--- config.mk ---
export PLATFORM = sky130hd
export DESIGN_NAME = text_line_number_filter
export DESIGN_NICKNAME = d
export VERILOG_FILES = /design/src/rtl/tlnf_pkg.sv /design/src/rtl/text_line_number_filter.sv /design/src/rtl/tlnf_ctrl.sv /design/src/rtl/tlnf_emit.sv
export SDC_FILE = /design/constraint.sdc
export NUM_CORES = 1
export LEC_CHECK = 0
export BUFFER_PORTS_ARGS = -buffer_cell sky130_fd_sc_hd__buf_2
export CAP_MARGIN = 10
export CORE_ASPECT_RATIO = 0.8
export CORE_MARGIN = 2
export CORE_UTILIZATION = 27
export DETAILED_ROUTE_END_ITERATION = 6
export GPL_TIMING_DRIVEN = 0
export PLACE_DENSITY_LB_ADDON = 0.1
export SLEW_MARGIN = 30
export SYNTH_ARGS = -nofsm -noshare
export SYNTH_HDL_FRONTEND = slang
export SYNTH_SLANG_ARGS = --single-unit
export TNS_END_PERCENT = 50
--- constraint.sdc ---
create_clock -name clk -period 7.45 [get_ports clk]
set_input_delay 1.49 -clock clk [delete_from_list [all_inputs] [get_ports clk]]
set_output_delay 1.49 -clock clk [all_outputs]
set_load 0.01 [all_outputs]
--- src/rtl/tlnf_pkg.sv ---
// Package for the text line number filter: character codes, config register
// indexes and the run descriptor passed from the control stage to the emitter.
// No dependencies.
`timescale 1ns / 1ps

package tlnf_pkg;

    // line counter field width and its hard ceiling
    localparam int unsigned COUNT_W   = 20;
    localparam logic [COUNT_W-1:0] COUNT_MAX = 20'hFFFFF;

    // config port index width
    localparam int unsigned CFG_IDX_W = 3;

    // character codes
    localparam logic [7:0] CH_TAB       = 8'h09;
    localparam logic [7:0] CH_NL        = 8'h0A;
    localparam logic [7:0] CH_SPACE     = 8'h20;
    localparam logic [7:0] CH_DOLLAR    = 8'h24;
    localparam logic [7:0] CH_ZERO      = 8'h30;
    localparam logic [7:0] CH_I         = 8'h49;
    localparam logic [7:0] CH_CARET     = 8'h5E;
    localparam logic [7:0] CH_DEL       = 8'h7F;
    localparam logic [7:0] CH_CTRL_TOP  = 8'h20;
    localparam logic [7:0] CH_CARET_OFS = 8'h40;

    // config register indexes
    typedef enum logic [CFG_IDX_W-1:0] {
        CFG_NUMBER_NONBLANK  = 3'd0,
        CFG_NUMBER_ALL       = 3'd1,
        CFG_SQUEEZE_BLANK    = 3'd2,
        CFG_SHOW_TABS        = 3'd3,
        CFG_SHOW_ENDS        = 3'd4,
        CFG_SHOW_NONPRINTING = 3'd5
    } cfg_idx_t;

    // one run of output bytes, minus the line number digits
    typedef struct packed {
        logic       numbered;   // line number and tab go first
        logic       two_tail;   // byte is shown as two bytes
        logic [7:0] tail0;
        logic [7:0] tail1;
    } desc_t;

endpackage

--- src/rtl/text_line_number_filter.sv ---
// Top level of the text line number filter: config port, control stage and
// byte emitter. Uses tlnf_pkg, tlnf_ctrl and tlnf_emit.
//
//   channel   handshake              payload
//   -------   --------------------   ----------------------------
//   input     in_valid / in_stall    data_byte, new_file
//   output    out_valid / out_stall  out_byte, last_of_run
//   config    cfg_we (no handshake)  cfg_index, cfg_data
//
// One input byte is taken per cycle when its run is a single output byte and
// the output does not stall; a byte that expands into up to NUMBER_DIGITS+3
// bytes is held until the emitter, which sends one byte per beat, frees it.
// A squeezed blank line is taken without a run and gives no output.
// Reset (rst_n low) clears the config, sets line start and zeroes the counter.
// A stall on the output holds the output register; the input stalls once the
// emitter's descriptor cannot be freed in the same cycle.
`timescale 1ns / 1ps

module text_line_number_filter #(
    parameter int NUMBER_DIGITS = 6
) (
    input  logic                            clk,
    input  logic                            rst_n,
    input  logic                            cfg_we,
    input  logic [tlnf_pkg::CFG_IDX_W-1:0]  cfg_index,
    input  logic                            cfg_data,
    input  logic                            in_valid,
    output logic                            in_stall,
    input  logic [7:0]                      data_byte,
    input  logic                            new_file,
    output logic                            out_valid,
    input  logic                            out_stall,
    output logic [7:0]                      out_byte,
    output logic                            last_of_run
);
    import tlnf_pkg::*;

    logic                       desc_ready;
    logic                       desc_push;
    desc_t                      desc;
    logic [4*NUMBER_DIGITS-1:0] digits;

    // line state and run descriptor
    tlnf_ctrl #(
        .NUMBER_DIGITS (NUMBER_DIGITS)
    ) u_ctrl (
        .clk        (clk),
        .rst_n      (rst_n),
        .cfg_we     (cfg_we),
        .cfg_index  (cfg_index),
        .cfg_data   (cfg_data),
        .in_valid   (in_valid),
        .in_stall   (in_stall),
        .data_byte  (data_byte),
        .new_file   (new_file),
        .desc_ready (desc_ready),
        .desc_push  (desc_push),
        .desc       (desc),
        .digits     (digits)
    );

    // byte serializer and output register
    tlnf_emit #(
        .NUMBER_DIGITS (NUMBER_DIGITS)
    ) u_emit (
        .clk         (clk),
        .rst_n       (rst_n),
        .desc_push   (desc_push),
        .desc        (desc),
        .digits      (digits),
        .desc_ready  (desc_ready),
        .out_valid   (out_valid),
        .out_stall   (out_stall),
        .out_byte    (out_byte),
        .last_of_run (last_of_run)
    );

endmodule

--- src/rtl/tlnf_ctrl.sv ---
// Control stage of the text line number filter: config registers, line state,
// decimal line counter and the per-beat run descriptor. Uses tlnf_pkg.
`timescale 1ns / 1ps

module tlnf_ctrl #(
    parameter int NUMBER_DIGITS = 6
) (
    input  logic                            clk,
    input  logic                            rst_n,
    input  logic                            cfg_we,
    input  logic [tlnf_pkg::CFG_IDX_W-1:0]  cfg_index,
    input  logic                            cfg_data,
    input  logic                            in_valid,
    output logic                            in_stall,
    input  logic [7:0]                      data_byte,
    input  logic                            new_file,
    input  logic                            desc_ready,
    output logic                            desc_push,
    output tlnf_pkg::desc_t                 desc,
    output logic [4*NUMBER_DIGITS-1:0]      digits
);
    import tlnf_pkg::*;

    // counter ceiling: 10^digits - 1, capped at the field maximum
    localparam logic [63:0] TEN   = 64'd10;
    localparam logic [63:0] POW   = TEN ** NUMBER_DIGITS;
    localparam logic [63:0] LIM64 = ((POW - 64'd1) > 64'(COUNT_MAX)) ?
                                    64'(COUNT_MAX) : (POW - 64'd1);
    localparam logic [COUNT_W-1:0] LIMIT = LIM64[COUNT_W-1:0];

    logic nb_reg, na_reg, sq_reg, st_reg, se_reg, sv_reg;
    logic at_line_start_reg, at_line_start_next;
    logic blank_seen_reg, blank_seen_next;
    logic [COUNT_W-1:0] count_reg, count_next;
    logic [4*NUMBER_DIGITS-1:0] bcd_reg, bcd_next;

    logic als_cur, bs_cur;
    logic [COUNT_W-1:0] count_cur;
    logic [4*NUMBER_DIGITS-1:0] bcd_cur, bcd_inc;
    logic is_nl, is_ctrl, squeeze, numbered, accept;
    logic carry;
    logic [3:0] dig;

    assign in_stall = !desc_ready;
    assign accept   = in_valid && !in_stall;

    // config writes, out-of-range indexes ignored
    always_ff @(posedge clk or negedge rst_n)
    begin
        if (!rst_n)
        begin
            nb_reg <= 1'b0;
            na_reg <= 1'b0;
            sq_reg <= 1'b0;
            st_reg <= 1'b0;
            se_reg <= 1'b0;
            sv_reg <= 1'b0;
        end
        else if (cfg_we)
        begin
            case (cfg_index)
                CFG_NUMBER_NONBLANK:  nb_reg <= cfg_data;
                CFG_NUMBER_ALL:       na_reg <= cfg_data;
                CFG_SQUEEZE_BLANK:    sq_reg <= cfg_data;
                CFG_SHOW_TABS:        st_reg <= cfg_data;
                CFG_SHOW_ENDS:        se_reg <= cfg_data;
                CFG_SHOW_NONPRINTING: sv_reg <= cfg_data;
                default:              ;
            endcase
        end
    end

    // line state as seen by this beat, file start applied first
    always_comb
    begin
        als_cur   = new_file | at_line_start_reg;
        bs_cur    = new_file ? 1'b0 : blank_seen_reg;
        count_cur = new_file ? '0 : count_reg;
        bcd_cur   = new_file ? '0 : bcd_reg;
    end

    // decimal increment: a digit steps when all lower digits are nine
    always_comb
    begin
        carry = 1'b1;
        dig   = '0;
        for (int k = 0; k < NUMBER_DIGITS; k++)
        begin
            dig = bcd_cur[4*k +: 4];
            if (carry)
                bcd_inc[4*k +: 4] = (dig == 4'd9) ? 4'd0 : dig + 4'd1;
            else
                bcd_inc[4*k +: 4] = dig;
            carry = carry && (dig == 4'd9);
        end
    end

    // line decisions and shown form of the byte
    always_comb
    begin
        is_nl    = (data_byte == CH_NL);
        is_ctrl  = ((data_byte < CH_CTRL_TOP) || (data_byte == CH_DEL)) &&
                   (data_byte != CH_TAB) && !is_nl;
        squeeze  = als_cur && is_nl && sq_reg && bs_cur;
        numbered = als_cur && !squeeze && (nb_reg ? !is_nl : na_reg);

        blank_seen_next    = als_cur ? (is_nl && sq_reg) : bs_cur;
        at_line_start_next = is_nl;

        if (numbered && (count_cur < LIMIT))
        begin
            count_next = count_cur + COUNT_W'(1);
            bcd_next   = bcd_inc;
        end
        else
        begin
            count_next = count_cur;
            bcd_next   = bcd_cur;
        end

        desc.numbered = numbered;
        if (is_nl && se_reg)
        begin
            desc.two_tail = 1'b1;
            desc.tail0    = CH_DOLLAR;
            desc.tail1    = data_byte;
        end
        else if ((data_byte == CH_TAB) && st_reg)
        begin
            desc.two_tail = 1'b1;
            desc.tail0    = CH_CARET;
            desc.tail1    = CH_I;
        end
        else if (sv_reg && is_ctrl)
        begin
            desc.two_tail = 1'b1;
            desc.tail0    = CH_CARET;
            desc.tail1    = {1'b0, data_byte[6:0] + CH_CARET_OFS[6:0]};
        end
        else
        begin
            desc.two_tail = 1'b0;
            desc.tail0    = data_byte;
            desc.tail1    = data_byte;
        end
    end

    assign desc_push = accept && !squeeze;
    assign digits    = bcd_next;

    // line state, updated on every accepted beat
    always_ff @(posedge clk or negedge rst_n)
    begin
        if (!rst_n)
        begin
            at_line_start_reg <= 1'b1;
            blank_seen_reg    <= 1'b0;
            count_reg         <= '0;
            bcd_reg           <= '0;
        end
        else if (accept)
        begin
            at_line_start_reg <= at_line_start_next;
            blank_seen_reg    <= blank_seen_next;
            count_reg         <= count_next;
            bcd_reg           <= bcd_next;
        end
    end

endmodule

--- src/rtl/tlnf_emit.sv ---
// Emitter of the text line number filter: holds one run descriptor and sends
// its bytes one per beat through the output register. Uses tlnf_pkg.
`timescale 1ns / 1ps

module tlnf_emit #(
    parameter int NUMBER_DIGITS = 6
) (
    input  logic                        clk,
    input  logic                        rst_n,
    input  logic                        desc_push,
    input  tlnf_pkg::desc_t             desc,
    input  logic [4*NUMBER_DIGITS-1:0]  digits,
    output logic                        desc_ready,
    output logic                        out_valid,
    input  logic                        out_stall,
    output logic [7:0]                  out_byte,
    output logic                        last_of_run
);
    import tlnf_pkg::*;

    localparam int PW = $clog2(NUMBER_DIGITS + 3);
    localparam logic [PW-1:0] POS_TAB  = PW'(NUMBER_DIGITS);
    localparam logic [PW-1:0] POS_TAIL = PW'(NUMBER_DIGITS + 1);

    logic                       desc_valid_reg;
    desc_t                      desc_reg;
    logic [4*NUMBER_DIGITS-1:0] digits_reg;
    logic [PW-1:0]              pos_reg, pos_next;
    logic                       out_valid_reg;
    logic [7:0]                 out_byte_reg, byte_next;
    logic                       last_reg;

    logic [PW-1:0] tail_base, last_pos, tpos;
    logic          is_last, can_emit, emit;
    logic          high_zero;
    logic [7:0]    disp [NUMBER_DIGITS];
    logic [7:0]    dig_byte;

    // run length and tail position
    always_comb
    begin
        tail_base = desc_reg.numbered ? POS_TAIL : '0;
        last_pos  = tail_base + (desc_reg.two_tail ? PW'(1) : PW'(0));
        tpos      = pos_reg - tail_base;
        is_last   = (pos_reg == last_pos);
    end

    assign can_emit   = !out_valid_reg || !out_stall;
    assign emit       = desc_valid_reg && can_emit;
    assign desc_ready = !desc_valid_reg || (emit && is_last);
    assign pos_next   = pos_reg + PW'(1);

    // digit bytes, leading zeros shown as spaces except the units digit
    always_comb
    begin
        high_zero = 1'b1;
        for (int k = NUMBER_DIGITS - 1; k >= 0; k--)
        begin
            high_zero = high_zero && (digits_reg[4*k +: 4] == 4'd0);
            if (high_zero && (k != 0))
                disp[k] = CH_SPACE;
            else
                disp[k] = CH_ZERO | {4'd0, digits_reg[4*k +: 4]};
        end
    end

    // pick the digit for this position, most significant first
    always_comb
    begin
        dig_byte = CH_SPACE;
        for (int i = 0; i < NUMBER_DIGITS; i++)
        begin
            if (pos_reg == PW'(i))
                dig_byte = disp[NUMBER_DIGITS - 1 - i];
        end
    end

    // byte for this position
    always_comb
    begin
        if (desc_reg.numbered && (pos_reg < POS_TAB))
            byte_next = dig_byte;
        else if (desc_reg.numbered && (pos_reg == POS_TAB))
            byte_next = CH_TAB;
        else if (tpos == '0)
            byte_next = desc_reg.tail0;
        else
            byte_next = desc_reg.tail1;
    end

    // descriptor register and run position
    always_ff @(posedge clk or negedge rst_n)
    begin
        if (!rst_n)
        begin
            desc_valid_reg <= 1'b0;
            pos_reg        <= '0;
        end
        else if (desc_ready)
        begin
            desc_valid_reg <= desc_push;
            pos_reg        <= '0;
        end
        else if (emit)
        begin
            pos_reg <= pos_next;
        end
    end

    always_ff @(posedge clk)
    begin
        if (desc_ready && desc_push)
        begin
            desc_reg   <= desc;
            digits_reg <= digits;
        end
    end

    // output register
    always_ff @(posedge clk or negedge rst_n)
    begin
        if (!rst_n)
            out_valid_reg <= 1'b0;
        else if (can_emit)
            out_valid_reg <= desc_valid_reg;
    end

    always_ff @(posedge clk)
    begin
        if (emit)
        begin
            out_byte_reg <= byte_next;
            last_reg     <= is_last;
        end
    end

    assign out_valid   = out_valid_reg;
    assign out_byte    = out_byte_reg;
    assign last_of_run = last_reg;

endmodule

==> impl_metrics.csv, run 1 <==
group,metric,value,unit
status,status,"finished, final reports clean",
timing,slew_violations,0,
final_layout,stdcell_count,1041,
place,dp_cells,1025,
timing,fmax,0.188,GHz
clock_network,post-cts-setup-buffers,0,
global_routing,antenna_found_initial,0,
timing,max-slew-margin-rel,44.6,%
clock_network,clk_latency,0.37,ns
timing,rsz0062_at_grt,"no",
logic_synthesis,avgSynthCellArea,9.73,sq um
logic_synthesis,yosysUniqueCellTypes,82,
clock_network,cts.htree.levels,3,
routing,drtPass1Iterations,5,
timing,finalCritPeriodShare,71.3,%
critical_path,cp-end-kind,"flop",
worst_hold_path,hp-start,"u_ctrl.at_line_start_reg$_DFFE_PN1P_",
routing,via_per_inst,5.28,
logic_synthesis,synth_top_area_share,23.2,%
final_layout,final_common_cell,"nand2_1",
logic_synthesis,ys_ff_latch,109,
timing,period_needed,5.31,ns
routing,wl,20500,microns
final_layout,final_cell_mix,"nand2_1 (75), dfrtp_1 (57), edfxtp_1 (51)",
global_routing,grt_usage,16.5,%
clock_network,cts_buffer_depth,2,
logic_synthesis,synthArstFlopShare,53.2,%
clock_network,root_buffer,"clkbuf_16",
worst_hold_path,holdCritPathClass,"flop to flop",
logic_synthesis,yosysSeqAreaShare,45.2,%
final_layout,final_cell_area,7530,sq um
die,die_area,25700,sq um
global_routing,overflow,0,
critical_path,crit_type,"input pin to flop",
clock_network,clk_pin_slew,0.08,ns
routing,wl_per_cell,19.7,microns
routing,wl_met2,8820,microns
logic_synthesis,synth_edf_count,51,
die,rows,51,
timing,tightest_slew,0.831,ns
logic_synthesis,synth_cells,678,
clock_network,numCtsBuffers,9,
pwr,power_density,282,nW/um^2
die,fp.dieH,144,microns
routing,dr_wl_met3,906,microns
timing,setup_viol,0,
place,hpwlAfterDp,14700,microns
critical_path,required,7.53,ns
critical_path,cp-start-kind,"input pin",
critical_path,arrival,5.39,ns
die,coreArea,24200,sq um
critical_path,rr_startpoint,"u_emit.desc_reg[16]$_SDFFCE_PP1P_",
critical_path,crit_path_max_fanout,10,
global_routing,grt_pass1_vias,5432,
final_layout,final_nets,748,
place,port_buffers,26,
timing,finClkSkew,0.0100,ns
pwr,ir_drop,0.107,mV
timing,final.setup.tns,0,ns
logic_synthesis,synth_area,6600,sq um
global_routing,grt_pass1_wl,31900,microns
clock_network,cts_tree,"built",
die,pin_count,29,
routing,routed.top_layer,"met4",
final_layout,nFillCells,2485,
final_layout,area_growth_syn_to_layout,14.2,%
job,maxCapViolations,0,
global_routing,grt_max_degree,42,
routing,first_iter_violations,397,
final_layout,diodes,0,
logic_synthesis,syn_nets,708,
clock_network,post_cts_resized,0,
place,postPlaceCellArea,7210,sq um
die,die_w,179,microns
routing,route.antenna.remaining_nets,0,
logic_synthesis,synthFlopType,"dfrtp_1",
critical_path,critical_path.startpoint,"new_file",
routing,vias,5496,
die,initial_core_util,27.3,%
routing,wl_met1,10400,microns
routing,drc,0,
place,gp_congestion,0.819,
timing,hold_slack,0.489,ns
timing,finalHoldViolCount,0,
clock_network,numClockSinks,109,
logic_synthesis,yosysTopAreaCell,"edfxtp_1",
logic_synthesis,ys_warn_count,0,
clock_network,hold_buffers,0,
final_layout,drive_above_1_share,12.2,%
logic_synthesis,ys_top_cells_by_area,"edfxtp_1 (23%), dfrtp_1 (22%), nand2_1 (4.3%)",
pwr,leakage,2.84,nW
-- worst max-delay path, stage by stage --
cell and delay [ns]:
buf_2 0.29, buf_6 0.23, buf_2 0.30, clkbuf_1 0.57, nor2b_1 0.11, ha_1 0.25, and3_1 0.22, and3_4 0.20
o2111ai_2 0.42, buf_2 0.36, buf_2 0.35, nand3_1 0.23, o21ai_0 0.23, a21oi_1 0.12
-- layout make-up --
| type | count | area (sq um) | area share, % |
|---|---|---|---|
| Multi-Input combinational cell | 499 | 3340 | 44.3 |
| Inverter | 28 | 105 | 1.39 |
| Buffer | 42 | 183 | 2.42 |
| Timing Repair Buffer | 29 | 203 | 2.69 |
| Tap cell | 318 | 398 | 5.28 |
| Clock inverter | 7 | 96.3 | 1.28 |
| Sequential cell | 109 | 2980 | 39.6 |
| Clock buffer | 9 | 225 | 2.99 |
-- cells in the mapped netlist, types with 4 or more instances --
master and n:
inv_1 27, nand4_1 20, o21ai_0 29, buf_2 8, and2_1 7, o22ai_1 6
and3_1 9, a211o_1 4, a41oi_1 4, mux2i_1 16, a31oi_1 8, xnor2_1 14
nor3b_1 8, o31ai_1 8, nand2_1 75, edfxtp_1 51, a21oi_1 30, a221oi_1 4
xor2_1 10, nor2_1 32, o21ai_1 4, o211ai_1 9, mux2_2 7, dfrtp_1 57
nand3b_1 4, nor4_2 4, or4_1 6, and4_1 5, clkbuf_1 29, nand2b_1 13
nor2b_1 16, nor3_2 4, a22oi_1 5, nor3_1 18, ha_1 12, nand4b_1 4
nand3_1 26, or3_1 8, nor4_1 12, a221o_1 5
-- logic make-up (layout without fill, tap and decap cells) --
| logic type | Yosys count | after routing | synth area share, % |
|---|---|---|---|
| AO/OA/AOI/OAI | 150 | 150 | 16.2 |
| XOR/XNOR | 24 | 24 | 3.19 |
| buffers and inverters | 70 | 115 | 4.36 |
| adder cells (fa/ha/maj) | 12 | 12 | 2.28 |
| multiplexers | 23 | 23 | 3.62 |
| flip-flops | 109 | 109 | 45.2 |
| AND/OR/NAND/NOR | 290 | 290 | 25.1 |
-- metal layers --
metal  vias up  track usage (%)
met2       140             23.8
met1      2701             25.2
met5         -                0
met3        21             2.99
li1       2634                -
met4         0             4.15
-- path summary, 6_finish.rpt --
kind | slack (ns) | cells after the start | endpoint
max in group asynchronous | 5.92 | 2 | u_ctrl.bcd_reg[23]$_DFFE_PN0P_
setup reg to reg | 4.08 | 9 | u_ctrl.bcd_reg[5]$_DFFE_PN0P_
min in group asynchronous | 1.00 | 1 | u_ctrl.count_reg[6]$_DFFE_PN0P_
hold / removal | 0.49 | 2 | u_ctrl.at_line_start_reg$_DFFE_PN1P_
hold reg to reg | 0.49 | 2 | u_ctrl.at_line_start_reg$_DFFE_PN1P_
setup / recovery | 2.14 | 14 | u_emit.digits_reg[13]$_DFFE_PP_
-- power breakdown --
part           internal, mW  total, mW  switching [mW]
Clock                 0.297      0.543           0.246
Combinational         0.257      0.714           0.457
Sequential            0.777      0.871          0.0936
Total                  1.33       2.13           0.796
-- metrics by stage --
| stage | utilization [%] | setup WS (ns) | power (mW) |
|---|---|---|---|
| after floorplan | - | 2.77 | 1.33 |
| after global placement | 29.5 | 1.11 | 1.57 |
| after global routing | 31.2 | 2.00 | 2.26 |
| after CTS | 31.2 | 2.17 | 2.15 |
| final | 31.2 | 2.14 | 2.13 |
| after detailed placement | 29.8 | 1.79 | 1.60 |
No activity file was read; power rests on OpenSTA's default activity.
==> inputs of run 2 (changes only) <==
==> constraint.sdc (replaced) <==
create_clock -name clk -period 4.6 [get_ports clk]
set_input_delay 0.92 -clock clk [delete_from_list [all_inputs] [get_ports clk]]
set_output_delay 0.92 -clock clk [all_outputs]
set_load 0.01 [all_outputs]
==> run 2 against run 1 <==
Clock skew about the same. Via count increased by 0.36%. Routed wire length decreased by 1.3%.
==> impl_metrics.csv, run 2 (same netlist as run 1, synthesis figures left out) <==
group,metric,value,unit
status,status,"finished, final reports clean",
critical_path,regToRegSetupSlack,1.21,ns
place,port_buffers,26,
routing,via_per_inst,5.30,
pwr,ir_drop,0.174,mV
timing,period_needed,4.27,ns
clock_network,numCtsBuffers,9,
timing,finalCritPeriodShare,92.9,%
global_routing,grt_max_degree,42,
critical_path,required,4.68,ns
routing,first_iter_violations,425,
final_layout,final_cell_mix,"nand2_1 (75), dfrtp_1 (57), edfxtp_1 (51)",
timing,slew_violations,0,
routing,drtPass1Iterations,5,
place,post-place-ws,-0.493,ns
timing,tightest_slew,0.816,ns
timing,finClkSkew,0.00997,ns
critical_path,crit_path_max_fanout,19,
final_layout,stdcell_count,1040,
clock_network,clk_latency,0.37,ns
place,hpwlAfterDp,14700,microns
clock_network,cts.htree.levels,3,
job,maxCapViolations,0,
pwr,pwr-share-seq,40.9,%
place,gp_congestion,0.819,
die,fp.dieH,144,microns
final_layout,nFillCells,2485,
die,rows,51,
pwr,leakage,2.83,nW
final_layout,final_common_cell,"nand2_1",
global_routing,grt_pass1_wl,31800,microns
routing,wl,20200,microns
die,die_area,25700,sq um
timing,setup_viol,0,
critical_path,arrival,4.35,ns
critical_path,cp-end-kind,"flop",
clock_network,cts_buffer_depth,2,
routing,wl_per_cell,19.4,microns
die,coreArea,24200,sq um
final_layout,final_nets,747,
routing,drc,0,
worst_hold_path,holdCritPathClass,"input pin to async pin",
timing,fin_ws,0.325,ns
timing,finalHoldViolCount,0,
final_layout,area_growth_syn_to_layout,14.1,%
global_routing,grt_usage,16.5,%
timing,fmax,0.234,GHz
clock_network,clk_pin_slew,0.08,ns
clock_network,post-cts-setup-buffers,0,
global_routing,overflow,0,
place,dp_cells,1025,
final_layout,diodes,0,
pwr,intPower,2.16,mW
timing,rsz0062_at_grt,"no",
die,die_w,179,microns
die,initial_core_util,27.3,%
die,pin_count,29,
global_routing,antenna_found_initial,0,
clock_network,numClockSinks,109,
routing,vias,5516,
pwr,p_clk_share,25.6,%
final_layout,drive_above_1_share,12.2,%
pwr,p_comb_share,33.5,%
critical_path,cp-start-kind,"input pin",
pwr,power_density,457,nW/um^2
pwr,swShare,37.4,%
routing,route.antenna.remaining_nets,0,
pwr,p_switching,1.29,mW
timing,max-slew-margin-rel,45.6,%
clock_network,hold_buffers,0,
critical_path,crit_type,"input pin to flop",
clock_network,root_buffer,"clkbuf_16",
clock_network,cts_tree,"built",
global_routing,grt_pass1_vias,5432,
[run 2: cell types whose count changed in the layout (fill, tap and decap cells not counted)]
| cell | delta |
|---|---|
| clkbuf_1 | -1 |
[run 2: layout make-up]
cell class / count / area (sq um) / share of cell area [%]
multi-input cells: 499 / 3340 / 44.4
flip-flops and latches: 109 / 2980 / 39.6
well taps: 318 / 398 / 5.28
clock buffers: 9 / 225 / 2.99
repair buffers: 29 / 203 / 2.69
plain buffers: 41 / 179 / 2.38
inverters: 28 / 105 / 1.40
clock inverters: 7 / 96.3 / 1.28
[run 2: timing repair]
item | 4_1_cts | 5_1_grt
setup endpoints to repair | 2 | 0
gates resized for setup | 0 | 0
hold endpoints to repair | 0 | 0
[run 2: routing by layer]
metal | part of all wire (%) | GRT usage, %
met5 | 0 | 0
met3 | 4.5 | 2.99
met1 | 51 | 25.1
met2 | 43 | 23.7
met4 | 1.4 | 4.15
[run 2: power groups by stage]
stage	Sequential [mW]	Combinational [mW]	Clock (mW)
after floorplan	1.41	0.751	0
after global placement	1.43	1.12	0
after detailed placement	1.43	1.16	0
after CTS	1.41	1.16	0.913
after global routing	1.44	1.27	0.941
final	1.41	1.15	0.882
[run 2: stage by stage]
step | instance area [sq um] | hold WS (ns) | util [%] | setup TNS, ns | power [mW]
after floorplan | 6600 | 0.451 | - | 0 | 2.16
after global placement | 7130 | 0.475 | 29.5 | -56.11 | 2.55
after detailed placement | 7210 | 0.480 | 29.8 | -6.73 | 2.58
after CTS | 7530 | 0.423 | 31.1 | 0 | 3.48
after global routing | 7530 | 0.430 | 31.1 | 0 | 3.65
final | 7530 | 0.423 | 31.1 | 0 | 3.44
[run 2: path summary, 6_finish.rpt]
kind / cells past startpoint / start / end
worst max-delay path: 13 / new_file / u_emit.digits_reg[13]$_DFFE_PP_
worst min-delay path: 1 / rst_n / u_ctrl.count_reg[6]$_DFFE_PN0P_
worst max register to register: 9 / u_emit.desc_reg[16]$_SDFFCE_PP1P_ / u_ctrl.bcd_reg[5]$_DFFE_PN0P_
worst min register to register: 2 / u_ctrl.at_line_start_reg$_DFFE_PN1P_ / u_ctrl.at_line_start_reg$_DFFE_PN1P_
max in group asynchronous: 2 / rst_n / u_ctrl.bcd_reg[23]$_DFFE_PN0P_
min in group clk: 2 / u_ctrl.at_line_start_reg$_DFFE_PN1P_ / u_ctrl.at_line_start_reg$_DFFE_PN1P_
[run 2: worst max-delay path, cell delays in order]
cell	delay, ns
buf_2	0.29
buf_6	0.23
buf_2	0.44
nor2b_1	0.13
ha_1	0.23
and3_1	0.22
and3_4	0.19
o2111ai_2	0.41
buf_2	0.36
buf_2	0.35
nand3_1	0.23
o21ai_0	0.22
a21oi_1	0.11
==> inputs of run 3 (changes only) <==
--- a/config.mk
+++ b/config.mk
@@ -9,7 +9,7 @@
 export CAP_MARGIN = 10
 export CORE_ASPECT_RATIO = 0.8
 export CORE_MARGIN = 2
-export CORE_UTILIZATION = 27
+export CORE_UTILIZATION = 55
 export DETAILED_ROUTE_END_ITERATION = 6
 export GPL_TIMING_DRIVEN = 0
 export PLACE_DENSITY_LB_ADDON = 0.1
==> run 3 against run 2 <==
Routed wire length shrank 12%. Largest cell class unchanged. First-iteration DRC count up 68%. Non-clock buffer count shrank 1.
==> impl_metrics.csv, run 3 (same netlist as run 1, synthesis figures left out) <==
group,metric,value,unit
pwr,ir_drop,0.252,mV
clock_network,hold_buffers,0,
timing,max-slew-margin-rel,44.1,%
final_layout,final_nets,746,
clock_network,clk_latency,0.35,ns
final_layout,diodes,0,
global_routing,grt_usage,28.4,%
timing,rsz0062_at_grt,"no",
timing,fin_ws,0.475,ns
timing,period_needed,4.13,ns
clock_network,cts.htree.levels,3,
critical_path,cp-start-kind,"input pin",
place,dp_cells,854,
critical_path,r2r-end,"u_ctrl.bcd_reg[5]$_DFFE_PN0P_",
global_routing,grt_pass1_wl,28500,microns
final_layout,drive_above_1_share,12.1,%
timing,finClkSkew,0.00754,ns
global_routing,antenna_found_initial,0,
die,die_area,12900,sq um
clock_network,numCtsBuffers,9,
timing,fmax,0.242,GHz
global_routing,overflow,0,
critical_path,arrival,4.18,ns
final_layout,final_common_cell,"nand2_1",
final_layout,final_cell_mix,"nand2_1 (75), dfrtp_1 (57), edfxtp_1 (51)",
worst_hold_path,holdPathEnd,"u_ctrl.count_reg[19]$_DFFE_PN0P_",
routing,drc,0,
routing,first_iter_violations,715,
global_routing,grt_pass1_vias,5301,
timing,finalCritPeriodShare,89.7,%
clock_network,root_buffer,"clkbuf_16",
routing,wl,17800,microns
clock_network,cts_tree,"built",
final_layout,stdcell_count,869,
pwr,power_density,462,nW/um^2
timing,setup_viol,0,
final_layout,area_growth_syn_to_layout,10.1,%
worst_hold_path,holdCritPathClass,"flop to flop",
timing,tightest_slew,0.818,ns
critical_path,crit_type,"input pin to flop",
place,post-place-ws,-0.181,ns
die,coreArea,11600,sq um
routing,via_per_inst,6.51,
place,hpwlAfterDp,12500,microns
routing,vias,5659,
status,status,"finished, final reports clean",
critical_path,regToRegSetupSlack,1.28,ns
routing,wl_per_cell,20.5,microns
critical_path,cp-end-kind,"flop",
routing,route.antenna.remaining_nets,0,
worst_hold_path,hp-start,"u_ctrl.count_reg[19]$_DFFE_PN0P_",
pwr,leakage,2.81,nW
place,port_buffers,26,
clock_network,numClockSinks,109,
die,pin_count,29,
global_routing,grt_max_degree,59,
place,gp_congestion,0.955,
clock_network,clk_pin_slew,0.08,ns
worst_hold_path,min_delay_path_depth,1,
die,fp.dieH,102,microns
critical_path,r2r_cells,8,
die,rows,35,
clock_network,cts_buffer_depth,2,
die,initial_core_util,56.9,%
job,maxCapViolations,0,
die,die_w,126,microns
clock_network,post-cts-setup-buffers,0,
critical_path,required,4.66,ns
critical_path,rr_startpoint,"u_emit.desc_reg[17]$_DFFE_PP_",
timing,finalHoldViolCount,0,
routing,drtPass1Iterations,5,
critical_path,crit_path_max_fanout,19,
clock_network,post_cts_resized,0,
timing,slew_violations,0,
## run 3: cell types whose count changed in the layout (fill, tap and decap cells not counted), sizes merged
cell,delta
bufinv,-1
inv,+1
buf,-1
## run 3: worst max-delay path, stage by stage
cell	delay, ns
buf_2	0.26
buf_6	0.21
buf_2	0.40
nor2b_1	0.13
ha_1	0.22
and3_1	0.22
and3_4	0.20
o2111ai_2	0.39
buf_2	0.34
buf_2	0.33
nand3_1	0.22
o21ai_0	0.21
a21oi_1	0.13
## run 3: worst max path at each step
stage	startpoint	end	slack [ns]
floorplan	out_stall	u_emit.desc_reg[0]$_DFFE_PP_	0.49
global placement	out_stall	u_emit.digits_reg[15]$_DFFE_PP_	-0.85
detailed placement	new_file	u_emit.digits_reg[13]$_DFFE_PP_	-0.18
CTS	new_file	u_emit.digits_reg[13]$_DFFE_PP_	0.18
global route	new_file	u_emit.digits_reg[13]$_DFFE_PP_	0.31
finish	new_file	u_emit.digits_reg[13]$_DFFE_PP_	0.47
## run 3: routing by layer
| metal | part of all wire [%] | up-vias | track usage (%) | routed length, microns |
|---|---|---|---|---|
| met5 | 0 | - | 0 | 0 |
| met4 | 1.6 | 0 | 8.54 | 278 |
| met3 | 9.7 | 34 | 6.18 | 1720 |
| met2 | 44 | 290 | 41.5 | 7880 |
| met1 | 45 | 2713 | 42.4 | 7920 |
| li1 | - | 2622 | - | - |
## run 3: final cells by class
type                    instances  area [sq um]
plain buffers                  41           179
clock buffers                   9           225
clock inverters                 7          81.3
fillers                       939          4340
inverters                      28           105
multi-input cells             499          3340
flip-flops and latches        109          2980
well taps                     148           185
repair buffers                 28           163
## run 3: metrics by stage
step	cell area [sq um]	power, mW	TNS (ns)	hold slack [ns]	utilization, %
3_3_place_gp	6910	2.48	-36.70	0.479	59.6
2_1_floorplan	6600	2.16	0	0.451	-
4_1_cts	7260	3.34	0	0.512	62.6
6_report	7260	3.35	0	0.510	62.6
3_5_place_dp	6960	2.52	-0.364	0.495	59.9
5_1_grt	7260	3.54	0	0.532	62.6
## run 3: report_power, final
part	total [mW]	switching (mW)	internal, mW
combinational	1.13	0.724	0.407
sequential	1.41	0.149	1.26
clock	0.813	0.381	0.432
total	3.35	1.25	2.10
